[src/sv/cids_pkg.sv]
// Shared constants, types and helpers for the frame statistics table.
package cids_pkg;

   // Table size and field widths.
   localparam int TABLE_ENTRIES = 64;
   localparam int ROW_W         = $clog2(TABLE_ENTRIES);
   localparam int USED_W        = $clog2(TABLE_ENTRIES + 1);
   localparam int BUS_W         = 4;
   localparam int ID_W          = 29;
   localparam int KEY_W         = BUS_W + ID_W;
   localparam int TS_W          = 48;
   localparam int CNT_W         = 32;
   localparam int ROW_OUT_W     = 6;

   // Command codes.
   localparam logic CMD_RECORD = 1'b0;
   localparam logic CMD_CLEAR  = 1'b1;

   localparam logic [CNT_W-1:0] COUNT_MAX = '1;

   typedef logic [KEY_W-1:0] key_type;
   typedef logic [ROW_W-1:0] row_type;
   typedef logic [TS_W-1:0]  ts_type;

   // One accepted input transaction, with the lookup key already packed.
   typedef struct packed {
      logic   command;
      key_type key;
      ts_type timestamp;
   } item_type;

   // Outcome of the key search for one item.
   typedef struct packed {
      logic    hit;
      logic    is_new;
      logic    dropped;
      row_type row;
   } lookup_type;

   // Per-row statistics held in the entry memory.
   typedef struct packed {
      logic [CNT_W-1:0] count;
      ts_type           last_time;
      ts_type           period;
      logic             period_valid;
   } entry_type;

   // One result transaction.
   typedef struct packed {
      logic [ROW_OUT_W-1:0] row;
      logic                 is_new;
      logic                 dropped;
      logic [CNT_W-1:0]     frame_count;
      ts_type               period_us;
      logic                 period_valid;
   } result_type;

   // Row index as reported on the result channel.
   function automatic logic [ROW_OUT_W-1:0] row_field(input row_type row);
      return ROW_OUT_W'(row);
   endfunction

endpackage

[src/sv/cids_key_match.sv]
// Key registers, fill count and parallel key compare for the first stage.
module cids_key_match (
   input  logic                    clock,
   input  logic                    reset,
   input  logic                    advance,
   input  logic                    item_valid,
   input  cids_pkg::item_type      item,
   output cids_pkg::lookup_type    lookup,
   output logic [cids_pkg::USED_W-1:0] used_count
);
   import cids_pkg::*;

   key_type                 key_ff [TABLE_ENTRIES];
   logic [USED_W-1:0]       used_ff;
   logic [USED_W-1:0]       used_in;
   logic [TABLE_ENTRIES-1:0] hit_vec;
   row_type                 hit_row;
   logic                    record;
   logic                    full;
   logic                    take;

   // Compare the key against every occupied row; keys are unique, so an OR encode works.
   always_comb begin
      hit_row = '0;
      for (int i = 0; i < TABLE_ENTRIES; i++) begin
         hit_vec[i] = (USED_W'(i) < used_ff) && (key_ff[i] == item.key);
         if (hit_vec[i]) begin
            hit_row = hit_row | ROW_W'(i);
         end
      end
   end

   // Classify a record item as a hit, an insert or a drop; a clear is none of them.
   always_comb begin
      record         = (item.command == CMD_RECORD);
      full           = (used_ff == USED_W'(TABLE_ENTRIES));
      lookup.hit     = record && (|hit_vec);
      lookup.is_new  = record && !(|hit_vec) && !full;
      lookup.dropped = record && !(|hit_vec) && full;
      lookup.row     = (|hit_vec) ? hit_row : used_ff[ROW_W-1:0];
   end

   assign take = advance && item_valid;

   // Fill count: cleared by the clear command, raised by each insert.
   always_comb begin
      used_in = used_ff;
      if (take) begin
         if (item.command == CMD_CLEAR) begin
            used_in = '0;
         end else if (lookup.is_new) begin
            used_in = used_ff + USED_W'(1);
         end
      end
   end

   always_ff @(posedge clock) begin
      if (reset) begin
         used_ff <= '0;
      end else begin
         used_ff <= used_in;
      end
   end

   // A new key goes into the next free row.
   always_ff @(posedge clock) begin
      if (take && lookup.is_new) begin
         key_ff[used_ff[ROW_W-1:0]] <= item.key;
      end
   end

   assign used_count = used_ff;

endmodule

[config.mk]
export PLATFORM = sky130hd
export DESIGN_NAME = cids_key_match
export DESIGN_NICKNAME = d
export VERILOG_FILES = /design/src/sv/cids_pkg.sv /design/src/sv/cids_key_match.sv
export SDC_FILE = /design/constraint.sdc
export NUM_CORES = 2
export LEC_CHECK = 0
export BUFFER_PORTS_ARGS = -buffer_cell sky130_fd_sc_hd__buf_2
export CORE_AREA = 8 8 485 487
export DETAILED_ROUTE_END_ITERATION = 12
export DIE_AREA = 0 0 493 495
export GPL_ROUTABILITY_DRIVEN = 0
export SYNTH_ARGS = -nofsm -noshare
export SYNTH_HDL_FRONTEND = slang
export SYNTH_SLANG_ARGS = --single-unit
export TNS_END_PERCENT = 5
[constraint.sdc]
create_clock -name clock -period 14.9 [get_ports clock]
set_input_delay 0.745 -clock clock [delete_from_list [all_inputs] [get_ports clock]]
set_output_delay 0.745 -clock clock [all_outputs]
set_load 0.02 [all_outputs]
---- Word level (Yosys, flattened, before mapping) ----
Memories as Yosys holds them, arrays and structs flattened.
Cells that the tools add are included.
storage, ports and cells
  register bits ........................... 7
  memory bits (writable) .................. 2112
  output and inout bits ................... 16
  word-level logic and storage cells ...... 279
  memories ................................ 1
cells by class
  add/sub/neg operators ................... 1
  magnitude comparators ................... 64
  equal/unequal tests ..................... 66
  mux-type cells .......................... 71
  bitwise gates (word level) .............. 1
  reductions and logical operators ........ 74
memory list
  name    depth  width  read ports  clocked after memory_dff  wr ports  RTL line              text
  key_ff  64     33     64          0                         1         cids_key_match.sv:13  key_type key_ff [TABLE_ENTRIES];
operator list
  cell                 number
  $eq 33x33->1         64
  $lt 6x7->1 const A   32
  $mux 6               33
  $lt 5x7->1 const A   16
  $mux 5               16
  $logic_and 1x1->1    70
  $reduce_or 64->1     1
  $lt 4x7->1 const A   8
  $mux 7               5
  $mux 4               8
  $lt 3x7->1 const A   4
  $lt 1x7->1 const A   2
  $lt 2x7->1 const A   2
  $mux 3               4
  $add 7x1->7 const B  1
  $eq 7x7->1 const B   1
  $mux 2               2
  $mux 1               3
  $ne 3x3->1 const B   1
  $logic_not 1->1      2
  $reduce_and 2->1     1
  $not 1->1            1

---- Depth between registers and ports, before layout ----
An unclocked memory read counts as a cell.
  depth in word-level cells ............... 67
  depth in mapped cells ................... 17
  mapped depth without buffers ............ 10

---- Worst setup path after synthesis ----
OpenSTA, ideal clock, no wires.
  path type ............................... in2reg
  start point ............................. input item[65] in the netlist's numbering
  end point ............................... memory key_ff[14][0] in the netlist's numbering, enable pin
  data arrival time ....................... 6309 ps
  data required time ...................... 14394 ps
  slack ................................... 8085 ps
  stages .................................. 14
  cells stage by stage .................... buf_4 -> buf_4 -> buf_4 -> buf_4 -> xor2_1 -> nor4_1 -> nand4_1 -> nor4_1 -> nor4b_1 -> nand4_1 -> or4_1 -> clkbuf_1 -> buf_2 -> nor4_1
on the way
  word-level cells in the longest chain between the ends .. 9
  elaborated cells between the ends (all ways) .. 135
  classes of those cells .................. eq/ne: 64; mux: 2; reduce/logical: 69
RTL lines
  what                              RTL line              text
  from (decl)                       cids_key_match.sv:7   input cids_pkg::item_type item,
  $eq 33x33->1                      cids_key_match.sv:26  hit_vec[i] = (USED_W'(i) < used_ff) && (key_ff[i] == item.key);
  $logic_and 1x1->1                 cids_key_match.sv:26
  $reduce_or 64->1 *                cids_key_match.sv:38  lookup.is_new = record && !(|hit_vec) && !full;
  $logic_not 1->1 *                 cids_key_match.sv:38
  $logic_and 1x1->1 * (2 in a row)  cids_key_match.sv:38
  $logic_and 1x1->1 *               cids_key_match.sv:67  if (take && lookup.is_new) begin
  $mux 1 *                          cids_key_match.sv:67
  $mux 1 (not written as such) *    cids_key_match.sv:68  key_ff[used_ff[ROW_W-1:0]] <= item.key;
  to (decl)                         cids_key_match.sv:13
Mark *: on every way between the ends. The rest lies on a longest branch, timed or not.

==> impl_metrics.tcl <==
set metrics [dict create \
    rows 176 \
    cp_data_arrival_time_ns 6.37 \
    crit_top_cell "nand4_1" \
    synthTopCellsByArea "edfxtp_1 70%, xnor2_1 11%, xor2_1 9.9%" \
    hpwl_um 132800 \
    synthArstFlopShare 0 \
    rsz0062_at_grt "no" \
    grt_pass1_vias 46830 \
    yosys.cell_count.top_type "edfxtp_1" \
    grtUsageTotal 0.1918 \
    avgRoutedWirePerCell_um 26.73 \
    syn_nets 5628 \
    post_cts_buffers 0 \
    fmax_mhz 140.6 \
    drtIter0Drc 4544 \
    fin_util 0.4448 \
    yosysSeqAreaShare 0.7042 \
    clockRootBuffer "clkbuf_16" \
    drive_gt1_frac 0.1046 \
    yosys.area.top_type "edfxtp_1" \
    setup.worst_path.end "lookup[5]" \
    cts_resized 0 \
    gr-total-overflow 0 \
    chipHeight_um 495 \
    critical_path.max_fanout 16 \
    reg2reg_slack_ns 8.19 \
    viasPerCell 5.291 \
    period_needed_ns 7.114 \
    io_pins 102 \
    cts_tree "yes" \
    slowest_stage "dfxtp_1" \
    routed_wl_um 239100 \
    initial_core_util 0.3956 \
    crit_start "used_count[5]" \
    die_w_um 493 \
    synth_top_flop_cell "edfxtp_1" \
    synth_edf_count 2112 \
    antenna_found_initial 6 \
    drc_errors 0 \
    grt_max_degree 71 \
    postRouteAntennaNets 0 \
    syn_area_um2 90260 \
    cts_num_sinks 2119 \
    rr_worst_depth 13 \
    slew_headroom 0.1155 \
    fillerInstances 20010 \
    fp.coreArea_um2 228100 \
    end_kind "primary output" \
    status "complete, no violations" \
    fin_setup_tns_ns 0 \
    critPathKind "flip-flop to primary output" \
    dr.pass1.iters 5 \
    area_delta_synth_final_pct 12.44 \
    synth.avg_cell_area_um2 16.29 \
    vias 47340 \
    critPathMaxStageDelay_ns 0.81 \
    ctsHtreeMaxLevel 4 \
    cp.required_ns 14.16 \
    post-route-period-util 0.4775 \
    rr_startpoint "used_count[5]" \
    clockBufferDepth 3 \
    cp_cell_sequence "buf_4, nand2_1, nor3_1, buf_4, a2111oi_0, nand4_1, nand4_1, nor4_1, nand4_1, nor2_2, mux2i_1, buf_2" \
    fin_skew_ns 0.04629 \
    nNetsFinal 5832 \
    synth_top_area_share 0.7027 \
    dieArea_um2 244000 \
    tightestPinTransition_ns 1.315 \
    crit_buf_inv 3 \
    setup_viol 0 \
    synth_seq_cells 2119 \
    netlist_instances 5540 \
    p_per_area_nw_per_um2 121.7 \
    yosysWarnings 0 \
    cts_hold_buf 0 \
    io_buffers 53 \
    grt_pass1_wl_um 343500 \
    critPathTopFamily "simple AND/OR/NAND/NOR gates" \
    leakage_nw 31.50 \
    hp-class "input port to flip-flop" \
    clock_latency_ns 0.86 \
    r2r-end "key_ff[61][3]" \
    cts_made_buffers 212 \
    finalHoldViolations 0 \
    max_cap_viol_count 0 \
    slew_viol_final 0 \
    critPathLaunchType "flip-flop" \
    crit_cells 12 \
    path_clk_slew_ns 0.06 \
    synth_cell_types 71 \
    synth_common_cells "2,112 x edfxtp_1, 1,084 x xnor2_1, 1,022 x xor2_1, 317 x nand4_1, 299 x nor4_1" \
    vdd_drop_max_uv 129.8 \
]
## kinds of logic (layout without fill, tap and decap cells)
family                   Yosys count  after routing  share of synthesized area
flip-flops                      2119           2119                     0.7042
XOR/XNOR                        2106           2106                     0.2044
buffers and inverters            279            655                    0.02070
multiplexers                       9              9                   0.001054
adder cells (fa/ha/maj)            2              2                  0.0002772
AO/OA/AOI/OAI                     67             67                   0.005656
AND/OR/NAND/NOR                  958            958                    0.06374
other                              0              5                          0
## stage by stage
step                      area (um2)  power (mW)  setup WS (ns)  hold slack (ns)  std cells
after floorplan                90260       7.074          8.085           0.7683       5540
after global placement         94880       7.352          7.632           0.7706       8556
after detailed placement       94880       7.362          7.491           0.7926       8556
after CTS                     101500       12.46          7.830           0.2301       8942
after global routing          101500       12.71          7.646           0.2554       8942
final                         101500       12.35          7.786           0.3070       8947
## flip-flops by register name (all words and copies together) (netlist names)
register	flops
key_ff	2112
used_count	7
## how the worst min path moves through the flow
stage             startpoint            end  cells past startpoint  slack [ns]
6_report            item[50]  key_ff[39][2]                      1        0.31
5_1_grt                reset  used_count[1]                      3        0.26
4_1_cts                reset  used_count[1]                      3        0.23
3_5_place_dp   used_count[3]  used_count[3]                      3        0.79
3_3_place_gp   used_count[2]  used_count[2]                      2        0.77
2_1_floorplan  used_count[3]  used_count[3]                      3        0.77
## report_power, final
group / internal (mW) / switching (mW) / leakage [nW]
combinational: 0.199 / 0.469 / 9.27
sequential: 6.56 / 0.00144 / 19.0
clock: 2.88 / 2.25 / 3.20
total: 9.63 / 2.72 / 31.5
## layout by cell type, fill, tap and decap left out, types with 65 or more instances in the layout
cell type,n
clkbuf_1,65
clkbuf_16,215
xnor2_1,1084
nand3_1,75
xor2_1,1022
edfxtp_1,2112
buf_4,185
nand4_1,317
nor3_1,67
nor4_1,289
## area by class of cell
class	count	area, um2	share of cell area
clock buffer	280	5624	0.05542
tap	3026	3786	0.03731
multi-input combinational	3142	25210	0.2484
inverter	15	56.30	0.0005548
clock inverter	106	969.7	0.009555
antenna	5	12.51	0.0001233
timing repair buffer	254	2263	0.02230
sequential	2119	63560	0.6263
## metal layers
metal / GRT usage / part of all wire
met3: 0.02631 / 0.051
met2: 0.3154 / 0.47
met4: 0.05411 / 0.026
met5: 0 / 0
met1: 0.2678 / 0.45
Power figures use the tool's default switching activity.
